**src/design/dimsel_pkg.sv**
```systemverilog
// ----------------------------------------------------------------------------
// Dimuon event selector package
// Shared types, register and item codes, and limits of the selector.
// ----------------------------------------------------------------------------
package dimsel_pkg;

	// Object counters saturate at the smaller of this and the counter range.
	localparam int MAX_OBJECTS = 63;
	localparam int CNT_W       = 6;
	localparam int COUNT_CAP   = (MAX_OBJECTS < 63) ? MAX_OBJECTS : 63;

	// Azimuth wrap, radians in units of 1/256.
	localparam logic signed [12:0] PHI_HALF_TURN = 13'sd804;
	localparam logic signed [12:0] PHI_FULL_TURN = 13'sd1608;

	// Item kinds.
	localparam logic [1:0] ACT_HEADER = 2'd0;
	localparam logic [1:0] ACT_MUON   = 2'd1;
	localparam logic [1:0] ACT_JET    = 2'd2;

	// Fail reasons, in priority order.
	localparam logic [2:0] FAIL_NONE       = 3'd0;
	localparam logic [2:0] FAIL_MUON_COUNT = 3'd1;
	localparam logic [2:0] FAIL_MET        = 3'd2;
	localparam logic [2:0] FAIL_NON_GLOBAL = 3'd3;
	localparam logic [2:0] FAIL_CHARGE     = 3'd4;
	localparam logic [2:0] FAIL_MUON_PT    = 3'd5;
	localparam logic [2:0] FAIL_BTAG       = 3'd6;
	localparam logic [2:0] FAIL_JET_COUNT  = 3'd7;

	// Register word indexes on the configuration port.
	localparam int ADDR_W = 5;
	localparam logic [2:0] REG_MET_MIN        = 3'd0;
	localparam logic [2:0] REG_LEAD_PT_MIN    = 3'd1;
	localparam logic [2:0] REG_SUBLEAD_PT_MIN = 3'd2;
	localparam logic [2:0] REG_BTAG_MAX       = 3'd3;
	localparam logic [2:0] REG_DR_SQUARED_MIN = 3'd4;
	localparam logic [2:0] REG_MAX_CLEAN_JETS = 3'd5;

	localparam logic [15:0] MET_MIN_RST        = 16'd440;
	localparam logic [15:0] LEAD_PT_MIN_RST    = 16'd200;
	localparam logic [15:0] SUBLEAD_PT_MIN_RST = 16'd160;
	localparam logic [10:0] BTAG_MAX_RST       = 11'd599;
	localparam logic [23:0] DR_SQUARED_MIN_RST = 24'd10486;
	localparam logic [5:0]  MAX_CLEAN_JETS_RST = 6'd1;

	typedef struct packed {
		logic [15:0] met_min;
		logic [15:0] lead_pt_min;
		logic [15:0] sublead_pt_min;
		logic [10:0] btag_max;
		logic [23:0] dr_squared_min;
		logic [5:0]  max_clean_jets;
	} cfg_t;

	typedef struct packed {
		logic [1:0]  action;
		logic [15:0] momentum;
		logic [11:0] eta;
		logic [10:0] phi;
		logic [1:0]  charge;
		logic        is_global;
		logic [10:0] btag;
		logic        last;
	} item_t;

	typedef struct packed {
		logic [15:0]       met_value;
		logic [CNT_W-1:0]  muon_count;
		logic [6:0]        charge_sum;
		logic              all_global;
		logic [1:0][15:0]  muon_pt;
		logic [1:0][11:0]  mu_eta;
		logic [1:0][10:0]  mu_phi;
		logic              btag_veto;
		logic [CNT_W-1:0]  jet_count;
	} evt_t;

	typedef struct packed {
		logic       pass;
		logic [2:0] fail_reason;
		logic [5:0] clean_jets;
	} result_t;

	function automatic evt_t clear_evt();
		evt_t e;
		e = '0;
		e.all_global = 1'b1;
		return e;
	endfunction

endpackage

```
**src/design/dimsel_cfg_regs.sv**
```systemverilog
// ----------------------------------------------------------------------------
// Dimuon selector configuration registers
// APB-style register file holding the cut thresholds.
// ----------------------------------------------------------------------------
module dimsel_cfg_regs (
	input  logic                          clk,
	input  logic                          arst_n,
	input  logic                          psel,
	input  logic                          penable,
	input  logic                          pwrite,
	input  logic [dimsel_pkg::ADDR_W-1:0] paddr,
	input  logic [31:0]                   pwdata,
	output logic [31:0]                   prdata,
	output dimsel_pkg::cfg_t              cfg
);

	dimsel_pkg::cfg_t cfg_q;
	logic             wr_en;
	logic [2:0]       widx;

	assign wr_en = psel && penable && pwrite;
	assign widx  = paddr[4:2];
	assign cfg   = cfg_q;

	always_ff @(posedge clk or negedge arst_n) begin
		if (!arst_n) begin
			cfg_q.met_min        <= dimsel_pkg::MET_MIN_RST;
			cfg_q.lead_pt_min    <= dimsel_pkg::LEAD_PT_MIN_RST;
			cfg_q.sublead_pt_min <= dimsel_pkg::SUBLEAD_PT_MIN_RST;
			cfg_q.btag_max       <= dimsel_pkg::BTAG_MAX_RST;
			cfg_q.dr_squared_min <= dimsel_pkg::DR_SQUARED_MIN_RST;
			cfg_q.max_clean_jets <= dimsel_pkg::MAX_CLEAN_JETS_RST;
		end else if (wr_en) begin
			case (widx)
				dimsel_pkg::REG_MET_MIN:        cfg_q.met_min        <= pwdata[15:0];
				dimsel_pkg::REG_LEAD_PT_MIN:    cfg_q.lead_pt_min    <= pwdata[15:0];
				dimsel_pkg::REG_SUBLEAD_PT_MIN: cfg_q.sublead_pt_min <= pwdata[15:0];
				dimsel_pkg::REG_BTAG_MAX:       cfg_q.btag_max       <= pwdata[10:0];
				dimsel_pkg::REG_DR_SQUARED_MIN: cfg_q.dr_squared_min <= pwdata[23:0];
				dimsel_pkg::REG_MAX_CLEAN_JETS: cfg_q.max_clean_jets <= pwdata[5:0];
				default: ;
			endcase
		end
	end

	always_comb begin
		case (widx)
			dimsel_pkg::REG_MET_MIN:        prdata = {16'd0, cfg_q.met_min};
			dimsel_pkg::REG_LEAD_PT_MIN:    prdata = {16'd0, cfg_q.lead_pt_min};
			dimsel_pkg::REG_SUBLEAD_PT_MIN: prdata = {16'd0, cfg_q.sublead_pt_min};
			dimsel_pkg::REG_BTAG_MAX:       prdata = {21'd0, cfg_q.btag_max};
			dimsel_pkg::REG_DR_SQUARED_MIN: prdata = {8'd0, cfg_q.dr_squared_min};
			dimsel_pkg::REG_MAX_CLEAN_JETS: prdata = {26'd0, cfg_q.max_clean_jets};
			default:                        prdata = 32'd0;
		endcase
	end

endmodule

```
**src/design/dimsel_dist.sv**
```systemverilog
// ----------------------------------------------------------------------------
// Dimuon selector jet-muon proximity check
// Squared angular distance between a jet and one stored muon, with the
// azimuth difference wrapped once, compared against the removal threshold.
// ----------------------------------------------------------------------------
module dimsel_dist (
	input  logic [11:0] mu_eta,
	input  logic [10:0] mu_phi,
	input  logic [11:0] jet_eta,
	input  logic [10:0] jet_phi,
	input  logic [23:0] dr_squared_min,
	output logic        near
);

	logic signed [12:0] deta;
	logic signed [12:0] dphi_raw;
	logic signed [12:0] dphi;
	logic signed [25:0] deta_sq;
	logic signed [25:0] dphi_sq;
	logic [24:0]        dist_sq;

	assign deta     = $signed({mu_eta[11], mu_eta}) - $signed({jet_eta[11], jet_eta});
	assign dphi_raw = $signed({{2{mu_phi[10]}}, mu_phi}) - $signed({{2{jet_phi[10]}}, jet_phi});

	always_comb begin
		if (dphi_raw > dimsel_pkg::PHI_HALF_TURN) begin
			dphi = dphi_raw - dimsel_pkg::PHI_FULL_TURN;
		end else if (dphi_raw < -dimsel_pkg::PHI_HALF_TURN) begin
			dphi = dphi_raw + dimsel_pkg::PHI_FULL_TURN;
		end else begin
			dphi = dphi_raw;
		end
	end

	// The eta term stays below 2^24 and the wrapped phi term below 2^20.
	assign deta_sq = deta * deta;
	assign dphi_sq = dphi * dphi;
	assign dist_sq = {1'b0, deta_sq[23:0]} + {5'd0, dphi_sq[19:0]};
	assign near    = dist_sq < {1'b0, dr_squared_min};

endmodule

```
**src/design/dimsel_accum.sv**
```systemverilog
// ----------------------------------------------------------------------------
// Dimuon selector event accumulator
// Holds the per-event state, folds in one item per step and forms the
// verdict from the updated state when the item closes the event.
// ----------------------------------------------------------------------------
module dimsel_accum (
	input  logic                clk,
	input  logic                arst_n,
	input  logic                step,
	input  dimsel_pkg::item_t   item,
	input  dimsel_pkg::cfg_t    cfg,
	output dimsel_pkg::result_t res
);

	dimsel_pkg::evt_t evt_q;
	dimsel_pkg::evt_t nxt;
	logic [1:0]       near;
	logic             drop;
	logic signed [7:0] chg_sum;
	logic [15:0]      pt_hi;
	logic [15:0]      pt_lo;
	logic [dimsel_pkg::CNT_W-1:0] cap;

	assign cap = dimsel_pkg::CNT_W'(dimsel_pkg::COUNT_CAP);

	dimsel_dist u_dist0 (
		.mu_eta         (evt_q.mu_eta[0]),
		.mu_phi         (evt_q.mu_phi[0]),
		.jet_eta        (item.eta),
		.jet_phi        (item.phi),
		.dr_squared_min (cfg.dr_squared_min),
		.near           (near[0])
	);

	dimsel_dist u_dist1 (
		.mu_eta         (evt_q.mu_eta[1]),
		.mu_phi         (evt_q.mu_phi[1]),
		.jet_eta        (item.eta),
		.jet_phi        (item.phi),
		.dr_squared_min (cfg.dr_squared_min),
		.near           (near[1])
	);

	assign chg_sum = $signed({evt_q.charge_sum[6], evt_q.charge_sum})
		+ $signed({{6{item.charge[1]}}, item.charge});

	// Only muons already stored take part in jet removal.
	assign drop = (near[0] && (evt_q.muon_count >= 6'd1))
		|| (near[1] && (evt_q.muon_count >= 6'd2));

	always_comb begin
		nxt = evt_q;
		case (item.action)
			dimsel_pkg::ACT_HEADER: begin
				nxt = dimsel_pkg::clear_evt();
				nxt.met_value = item.momentum;
			end
			dimsel_pkg::ACT_MUON: begin
				if (evt_q.muon_count < 6'd2) begin
					nxt.muon_pt[evt_q.muon_count[0]] = item.momentum;
					nxt.mu_eta[evt_q.muon_count[0]]  = item.eta;
					nxt.mu_phi[evt_q.muon_count[0]]  = item.phi;
				end
				if (evt_q.muon_count < cap) begin
					nxt.muon_count = evt_q.muon_count + 6'd1;
				end
				if (chg_sum > 8'sd63) begin
					nxt.charge_sum = 7'h3F;
				end else if (chg_sum < -8'sd64) begin
					nxt.charge_sum = 7'h40;
				end else begin
					nxt.charge_sum = chg_sum[6:0];
				end
				if (!item.is_global) begin
					nxt.all_global = 1'b0;
				end
			end
			dimsel_pkg::ACT_JET: begin
				if (item.btag > cfg.btag_max) begin
					nxt.btag_veto = 1'b1;
				end
				if (!drop && (evt_q.jet_count < cap)) begin
					nxt.jet_count = evt_q.jet_count + 6'd1;
				end
			end
			default: ;
		endcase
	end

	assign pt_hi = (nxt.muon_pt[0] > nxt.muon_pt[1]) ? nxt.muon_pt[0] : nxt.muon_pt[1];
	assign pt_lo = (nxt.muon_pt[0] > nxt.muon_pt[1]) ? nxt.muon_pt[1] : nxt.muon_pt[0];

	always_comb begin
		if (nxt.muon_count != 6'd2) begin
			res.fail_reason = dimsel_pkg::FAIL_MUON_COUNT;
		end else if (!(nxt.met_value > cfg.met_min)) begin
			res.fail_reason = dimsel_pkg::FAIL_MET;
		end else if (!nxt.all_global) begin
			res.fail_reason = dimsel_pkg::FAIL_NON_GLOBAL;
		end else if (nxt.charge_sum != 7'd0) begin
			res.fail_reason = dimsel_pkg::FAIL_CHARGE;
		end else if (!(pt_hi > cfg.lead_pt_min && pt_lo > cfg.sublead_pt_min)) begin
			res.fail_reason = dimsel_pkg::FAIL_MUON_PT;
		end else if (nxt.btag_veto) begin
			res.fail_reason = dimsel_pkg::FAIL_BTAG;
		end else if (nxt.jet_count > cfg.max_clean_jets) begin
			res.fail_reason = dimsel_pkg::FAIL_JET_COUNT;
		end else begin
			res.fail_reason = dimsel_pkg::FAIL_NONE;
		end
		res.pass       = (res.fail_reason == dimsel_pkg::FAIL_NONE);
		res.clean_jets = nxt.jet_count;
	end

	always_ff @(posedge clk or negedge arst_n) begin
		if (!arst_n) begin
			evt_q <= dimsel_pkg::clear_evt();
		end else if (step) begin
			// An event that has just been judged starts over from the cleared state.
			evt_q <= item.last ? dimsel_pkg::clear_evt() : nxt;
		end
	end

endmodule

```
**src/design/dimuon_event_selector_core.sv**
```systemverilog
// ----------------------------------------------------------------------------
// Dimuon event selector
// Streaming event filter: a header with missing energy, then muons, then
// jets; one verdict per event on the item flagged last.
// ----------------------------------------------------------------------------
// Input items transfer on in_valid while in_stall is low; verdicts leave on
// out_valid and are taken while out_stall is low. Thresholds are written
// through the APB-style port, and the user must keep that between events
// only; the block itself does not enforce it. Each item is captured in an
// input register and from there folded into the event state, so one item
// is taken every cycle while the input is not stalled. Once the output
// register is free, the verdict is loaded into it as the last item of its
// event leaves the input register; the receiver takes it from there.
// Items that close no event never wait on the output. A closing item waits
// in the input register while an earlier verdict is still stalled, and the
// input stalls behind it until that verdict transfers.
// Reset clears the pipeline and the event state and restores the default
// thresholds.
// ----------------------------------------------------------------------------
module dimuon_event_selector_core (
	input  logic                          clk,
	input  logic                          arst_n,
	// configuration port
	input  logic                          psel,
	input  logic                          penable,
	input  logic                          pwrite,
	input  logic [dimsel_pkg::ADDR_W-1:0] paddr,
	input  logic [31:0]                   pwdata,
	output logic [31:0]                   prdata,
	output logic                          pready,
	// item input
	input  logic                          in_valid,
	output logic                          in_stall,
	input  logic [1:0]                    action,
	input  logic [15:0]                   momentum,
	input  logic signed [11:0]            eta,
	input  logic signed [10:0]            phi,
	input  logic signed [1:0]             charge,
	input  logic                          is_global,
	input  logic [10:0]                   btag,
	input  logic                          last,
	// verdict output
	output logic                          out_valid,
	input  logic                          out_stall,
	output logic                          pass,
	output logic [2:0]                    fail_reason,
	output logic [5:0]                    clean_jets
);

	dimsel_pkg::cfg_t    cfg;
	dimsel_pkg::item_t   item_s1;
	logic                valid_s1;
	dimsel_pkg::result_t res;
	dimsel_pkg::result_t res_q;
	logic                out_valid_q;
	logic                out_free;
	logic                adv_s1;
	logic                in_take;

	assign pready = 1'b1;

	dimsel_cfg_regs u_cfg (
		.clk     (clk),
		.arst_n  (arst_n),
		.psel    (psel),
		.penable (penable),
		.pwrite  (pwrite),
		.paddr   (paddr),
		.pwdata  (pwdata),
		.prdata  (prdata),
		.cfg     (cfg)
	);

	assign out_free = !out_valid_q || !out_stall;
	assign adv_s1   = valid_s1 && (!item_s1.last || out_free);
	assign in_stall = valid_s1 && !adv_s1;
	assign in_take  = in_valid && !in_stall;

	always_ff @(posedge clk or negedge arst_n) begin
		if (!arst_n) begin
			valid_s1 <= 1'b0;
		end else if (in_take) begin
			valid_s1 <= 1'b1;
		end else if (adv_s1) begin
			valid_s1 <= 1'b0;
		end
	end

	always_ff @(posedge clk) begin
		if (in_take) begin
			item_s1.action    <= action;
			item_s1.momentum  <= momentum;
			item_s1.eta       <= eta;
			item_s1.phi       <= phi;
			item_s1.charge    <= charge;
			item_s1.is_global <= is_global;
			item_s1.btag      <= btag;
			item_s1.last      <= last;
		end
	end

	dimsel_accum u_accum (
		.clk    (clk),
		.arst_n (arst_n),
		.step   (adv_s1),
		.item   (item_s1),
		.cfg    (cfg),
		.res    (res)
	);

	always_ff @(posedge clk or negedge arst_n) begin
		if (!arst_n) begin
			out_valid_q <= 1'b0;
		end else if (adv_s1 && item_s1.last) begin
			out_valid_q <= 1'b1;
		end else if (!out_stall) begin
			out_valid_q <= 1'b0;
		end
	end

	always_ff @(posedge clk) begin
		if (adv_s1 && item_s1.last) begin
			res_q <= res;
		end
	end

	assign out_valid   = out_valid_q;
	assign pass        = res_q.pass;
	assign fail_reason = res_q.fail_reason;
	assign clean_jets  = res_q.clean_jets;

endmodule

```
**config.mk**
```make
export PLATFORM = sky130hd
export DESIGN_NAME = dimuon_event_selector_core
export DESIGN_NICKNAME = d
export VERILOG_FILES = /design/src/design/dimsel_pkg.sv /design/src/design/dimsel_cfg_regs.sv /design/src/design/dimsel_dist.sv /design/src/design/dimsel_accum.sv /design/src/design/dimuon_event_selector_core.sv
export SDC_FILE = /design/constraint.sdc
export NUM_CORES = 2
export LEC_CHECK = 0
export BUFFER_PORTS_ARGS = -buffer_cell sky130_fd_sc_hd__buf_2
export CAP_MARGIN = 30
export CELL_PAD_IN_SITES_DETAIL_PLACEMENT = 0
export CELL_PAD_IN_SITES_GLOBAL_PLACEMENT = 1
export CORE_MARGIN = 3
export CORE_UTILIZATION = 41
export DETAILED_ROUTE_END_ITERATION = 8
export GPL_TIMING_DRIVEN = 0
export PLACE_DENSITY = 0.67
export SLEW_MARGIN = 20
export SYNTH_ARGS = -nofsm -noshare
export SYNTH_HDL_FRONTEND = slang
export SYNTH_SLANG_ARGS = --single-unit
```
**constraint.sdc**
```tcl
create_clock -name clk -period 27.8 [get_ports clk]
set_input_delay 2.78 -clock clk [delete_from_list [all_inputs] [get_ports clk]]
set_output_delay 2.78 -clock clk [all_outputs]
set_load 0.005 [all_outputs]
```
# [Yosys cells after proc, flatten, opt, wreduce, memory -nomap -nowiden]
# Index checks and enable logic that the tools add are counted.
[word_totals] regBits=272 inputBits=100 out_inout_bits=45 word_cells=150
[op_classes] n_addsub=13 multipliers=4 n_lt_le_gt_ge=21 n_eq_ne=10 mux=38 n_reduce_logical=33
[ops] cell="one-hot mux 92 bit (2 select lines)" n=1
[ops] cell="one-hot mux 24 bit (6 select lines)" n=1
[ops] cell="two-way mux 115 bit" n=1
[ops] cell="two-way mux 78 bit" n=1
[ops] cell="> comparator 16 bit" n=4
[ops] cell="two-way mux 16 bit" n=4
[ops] cell="two-way mux 13 bit" n=4
[ops] cell="adder 24 x 20 -> 25 bit" n=2
[ops] cell="less-than comparator 25 x 24 -> 1 bit" n=2
[ops] cell="multiplier 13 x 13 -> 24 bit" n=2
[ops] cell="multiplier 13 x 13 -> 20 bit" n=2
[ops] cell="bitwise mux 32 bit" n=1
[ops] cell="adder 12 x 12 -> 13 bit, second input constant" n=2
[ops] cell="subtractor 12 x 12 -> 13 bit" n=2
[ops] cell="subtractor 12 x 12 -> 13 bit, second input constant" n=2
[ops] cell="bitwise mux 24 bit" n=1
[ops] cell="> comparator 12 x 11 -> 1 bit, second input constant" n=2
[ops] cell="less-than comparator 12 x 11 -> 1 bit, second input constant" n=2
[ops] cell="subtractor 11 x 11 -> 12 bit" n=2
[ops] cell="bitwise mux 22 bit" n=1
[ops] cell="two-way mux 3 bit" n=7
[ops] cell="demux 16 bit (select 1 bit)" n=1
[ops] cell="two-way mux 7 bit" n=2
[ops] cell="one-hot mux 7 bit (2 select lines)" n=1
[ops] cell="other kinds (36)" n=69

# [Longest topological paths before layout]
[depth] depth_word=22 ltp_mapped=66 mapped_depth_nobuf=64

# [By module]
# Synthesis repeated with hierarchy kept, for this count alone.
[hier_totals] cells_unflattened=4084 hier_area_um2=39415.3
[modules_own_cells] mod="dimsel_dist at u_accum.u_dist0" n_inst=1 cells_each=1416 area_per_inst_um2=12418.2 seq_area_each_um2=0.0
[modules_own_cells] mod="dimsel_dist at u_accum.u_dist1" n_inst=1 cells_each=1431 area_per_inst_um2=12334.3 seq_area_each_um2=0.0
[modules_own_cells] mod="dimsel_accum" n_inst=1 cells_each=859 area_per_inst_um2=8346.8 seq_area_each_um2=2879.0
[modules_own_cells] mod="dimsel_cfg_regs" n_inst=1 cells_each=298 area_per_inst_um2=4217.8 seq_area_each_um2=2258.4
[modules_own_cells] mod="dimuon_event_selector_core" n_inst=1 cells_each=80 area_per_inst_um2=2098.3 seq_area_each_um2=2031.9

# [Least setup slack after synthesis]
# OpenSTA, ideal clock, no wires.
[synth_timing] path_type="flip-flop to flip-flop" start="register u_accum.evt_q[7] (netlist name)" end="register res_q, in the netlist fail_reason[0], data pin" setup_ns=0.254 arrival_ns=12.309 required_time_ns=27.546 path_slack_ns=15.237 path_stages_with_launch=58 path_buffers=1 synth_period_minus_slack_ns=12.563 cell_sequence="dfrtp_1 inv_1 ha_1 inv_1 fa_1 a21o_1 a22o_1 o21a_1 xor2_1 a31oi_2 or2_1 o22ai_1 xnor2_1 buf_2 nor2_1 ha_1 xnor2_1 fa_1 [... 22 more ...] o21ai_0 nor2_1 a221oi_1 a31oi_1 a41oi_1 o21ai_0 a21oi_1 ha_1 nor2b_1 o21a_1 o21ai_0 nand2b_1 a21oi_1 nor2b_1 o22ai_1 o21ai_0 a31o_2 a21o_1"
[synth_rtl] element="from (decl)" line="dimsel_accum.sv:15" text="dimsel_pkg::evt_t evt_q;"
[synth_rtl] element="from (signal assigned)" line="dimsel_accum.sv:117" text="evt_q <= dimsel_pkg::clear_evt();"
[synth_rtl] element="from (signal assigned)" line="dimsel_accum.sv:120" text="evt_q <= item.last ? dimsel_pkg::clear_evt() : nxt;"
[synth_rtl] element="to (signal assigned)" line="dimuon_event_selector_core.sv:123" text="res_q <= res;"
[synth_rtl] element="to (decl)" line="dimuon_event_selector_core.sv:54" text="dimsel_pkg::result_t res_q;"

==> flow_metrics.tcl <==
set metrics [dict create \
    hold_violations 0 \
    yosys.area.top_type "fa_1" \
    post_drt_via_cell_ratio 5.28 \
    worst_r2r_end "fail_reason[0]" \
    synth.top_cells.by_area "fa_1 (25%), ha_1 (15%), dfrtp_1 (12%), inv_1 (6.3%), edfxtp_1 (5.2%)" \
    grtUsageMet3 0.0288 \
    grt_use_met2 0.359 \
    worst_ep_required_time_ns 28.14 \
    syn-cell-area_sq_um 38500 \
    drt_iter0_drc 1881 \
    final_routed_wirelength_across_all_metal_layers_mm 108 \
    flop_to_flop_setup_slack_ns 12.35 \
    netlist-cell-type-count 98 \
    timing.final.max_slew_violations 0 \
    globalplace.congestion 0.885 \
    flip_flop_and_latch_count_after_synthesis 272 \
    cp_slowest_cell "o311ai_1" \
    dp_hpwl_mm 90.1 \
    finalNetCount 5385 \
    regToRegStartpoint "item_s1[15]" \
    coreArea_sq_um 92400 \
    grt_setup_unrepaired "no" \
    row_cnt 111 \
    crit_end "fail_reason[0]" \
    synthArstFlopShare 0.757 \
    hold_path.startpoint "u_accum.evt_q[106]" \
    worst-endpoint-arrival_ns 15.79 \
    tritoncts "yes" \
    worstSetupPathType "reg2reg" \
    gr-max-usage-layer "met2" \
    tritoncts_num_sinks 272 \
    post_route_cells_drive_above_1_share 0.0748 \
    post_cts.repair.setup_buffers 0 \
    io_pins 145 \
    worst_pin_slew_ns 1.10 \
    placement.setup.worst_slack_ns 12.37 \
    grt_antenna_before_repair 1 \
    clk_path_buf_depth 3 \
    cts_root_buf "clkbuf_16" \
    layout_worst_path_cycle_share 0.556 \
    count_of_flip_flops_with_a_built_in_enable_after_synthesis 66 \
    antenna_viol_nets_final 0 \
    cts.clk_slew.worst_paths_ns 0.06 \
    cts_hold_repair.buffers 0 \
    full_die_area_sq_um 97500 \
    die_w_um 312 \
    clkLatencyLatePin_ns 0.59 \
    effective_utilization_at_floorplan 0.416 \
    routedWlPerCell_um 19.2 \
    grt_start_max_net_pins 84 \
    run_status "finished, final reports clean" \
    setup_tns_ns 0 \
    final_period_minus_worst_setup_slack_ns 15.45 \
    postCtsResizedCells 0 \
    fp.dieH_um 312 \
    grt_first_pass_wirelength_mm 172 \
    number_of_global_route_vias_before_repair 30236 \
    avgSynthCellArea_sq_um 9.25 \
    kind_of_path_behind_the_tightest_hold_check "reg2reg" \
    crit_path_max_fanout 10 \
    most_numerous_cell_on_the_critical_path "ha_1" \
    cts_inserted_buffers 35 \
    finClkSkew_ns 0.0405 \
    synth-main-ff-cell "dfrtp_1" \
    drc_errors 0 \
    globalRouteMet1Util 0.317 \
    synthToLayoutAreaGrowth_pct 9.39 \
    critical-path-max-stage-delay_ns 0.73 \
    routed-via-count 29619 \
    worstSetupStartpointType "register" \
    synthDominantCellAreaShare 0.247 \
    dr.pass1.iters 6 \
    ctsHtreeMaxLevel 2 \
    fmaxAchievable_mhz 64.7 \
    final.setup.worst_slack_ns 12.35 \
    global_route.usage.total 0.223 \
    layout.cells.non_filler 5614 \
    numPlacedInstances 5546 \
    io_buffers 124 \
    cp-startpoint "item_s1[15]" \
    final-setup-viol-count 0 \
    worst_r2r_path_depth 56 \
    seq_area_frac_synth 0.186 \
    ys.warnings.count 0 \
    max-cap-violations 0 \
    grt_overflow 0 \
    netlist_instances 4160 \
    setup.worst_path.end_class "register" \
    slew_headroom 0.261 \
]
-- logic make-up after synthesis --
kind of cell    share of synthesized area
flops                               0.186
compound gates                      0.144
fa+ha+maj                           0.400
mux                                0.0212
buf+inv                            0.0777
xor+xnor                           0.0519
simple gates                        0.119
other cells                      0.000195
-- cell type report --
cell class / count / area (sq um)
plain buffers: 117 / 487
clock buffers: 42 / 962
fillers: 9186 / 50300
multi-input cells: 3115 / 28400
repair buffers: 135 / 774
inverters: 667 / 2500
flip-flops and latches: 272 / 7170
diodes: 1 / 2.50
clock inverters: 22 / 265
well taps: 1243 / 1560
-- cells in the final DEF (no fill, tap or decap), drive strengths merged, types with 26 or more instances in the layout --
cell    netlist  layout
mux2i        58      58
a22o         86      86
xnor2       159     159
a21oi       152     152
ha          467     467
o21ai       221     221
nand2b       38      38
dfrtp       180     180
edfxtp       66      66
o21a         44      44
nand3        40      40
inv         659     661
a22oi        35      35
nor2b        35      35
a21o         70      70
dfstp        26      26
buf          32     166
clkbuf       85     128
fa          475     475
nor2        322     322
nand2       429     429
xor2         61      61
nand4        29      29
nor3         57      57
-- state kept, by name, indices dropped and copies added, names as in the netlist --
register       flops
u_accum.evt_q    115
u_cfg.cfg         89
item_s1           56
clean_jets         6
fail_reason        3
out_valid          1
pass               1
valid_s1           1
-- synth_stat cells (all sizes together) (7+ instances only) --
| cell type | count |
|---|---|
| a22oi | 35 |
| nor2 | 322 |
| or3 | 8 |
| a21boi | 13 |
| dfstp | 26 |
| buf | 32 |
| o21a | 44 |
| nand2b | 38 |
| mux2 | 9 |
| a21oi | 152 |
| o31ai | 15 |
| nor2b | 35 |
| or2 | 23 |
| a31o | 11 |
| dfrtp | 180 |
| xor2 | 61 |
| nand2 | 429 |
| clkinv | 8 |
| nor3 | 57 |
| fa | 475 |
| and2 | 14 |
| xnor2 | 159 |
| o22ai | 16 |
| nor4 | 10 |
| o31a | 10 |
| a31oi | 18 |
| a211o | 8 |
| o21bai | 22 |
| nand3 | 40 |
| or4 | 7 |
| mux2i | 58 |
| a2111oi | 9 |
| a22o | 86 |
| a211oi | 22 |
| nand4 | 29 |
| o211ai | 18 |
| a21o | 70 |
| o21ai | 221 |
| and3 | 20 |
| ha | 467 |
| edfxtp | 66 |
| clkbuf | 85 |
| inv | 659 |
-- routing by layer --
metal	part of all wire	routed length, um
met5	0	0
met2	0.46	49400
met1	0.47	50200
met4	0.029	3120
met3	0.047	5020
-- stage by stage --
step,area [sq um],utilization,hold WS [ns]
6_report,42100,0.456,0.465
5_1_grt,42100,0.456,0.486
4_1_cts,42100,0.455,0.469
3_5_place_dp,40800,0.442,0.456
3_3_place_gp,40700,0.440,0.449
2_1_floorplan,38500,-,0.439
-- worst min-delay path by stage --
stage,endpoint,slack (ns),cells after the start
after floorplan,u_accum.evt_q[100],0.44,2
after global placement,u_accum.evt_q[108],0.45,2
after detailed placement,u_accum.evt_q[113],0.46,2
after CTS,u_accum.evt_q[102],0.47,2
after global routing,u_accum.evt_q[102],0.49,2
final,u_accum.evt_q[106],0.46,2
-- critical path: cells and delay by family, from the launching register on --
kind | cells | cell delay (ns)
buffers and inverters | 4 | 0.53
AO/OA/AOI/OAI | 29 | 7.25
adder cells (fa/ha/maj) | 12 | 4.54
XOR/XNOR | 4 | 1.73
AND/OR/NAND/NOR | 7 | 0.71
flip-flops | 1 | 0.42
Power is not shown: default switching activity piles up to over one toggle a cycle in this logic, so the estimate is an artifact.
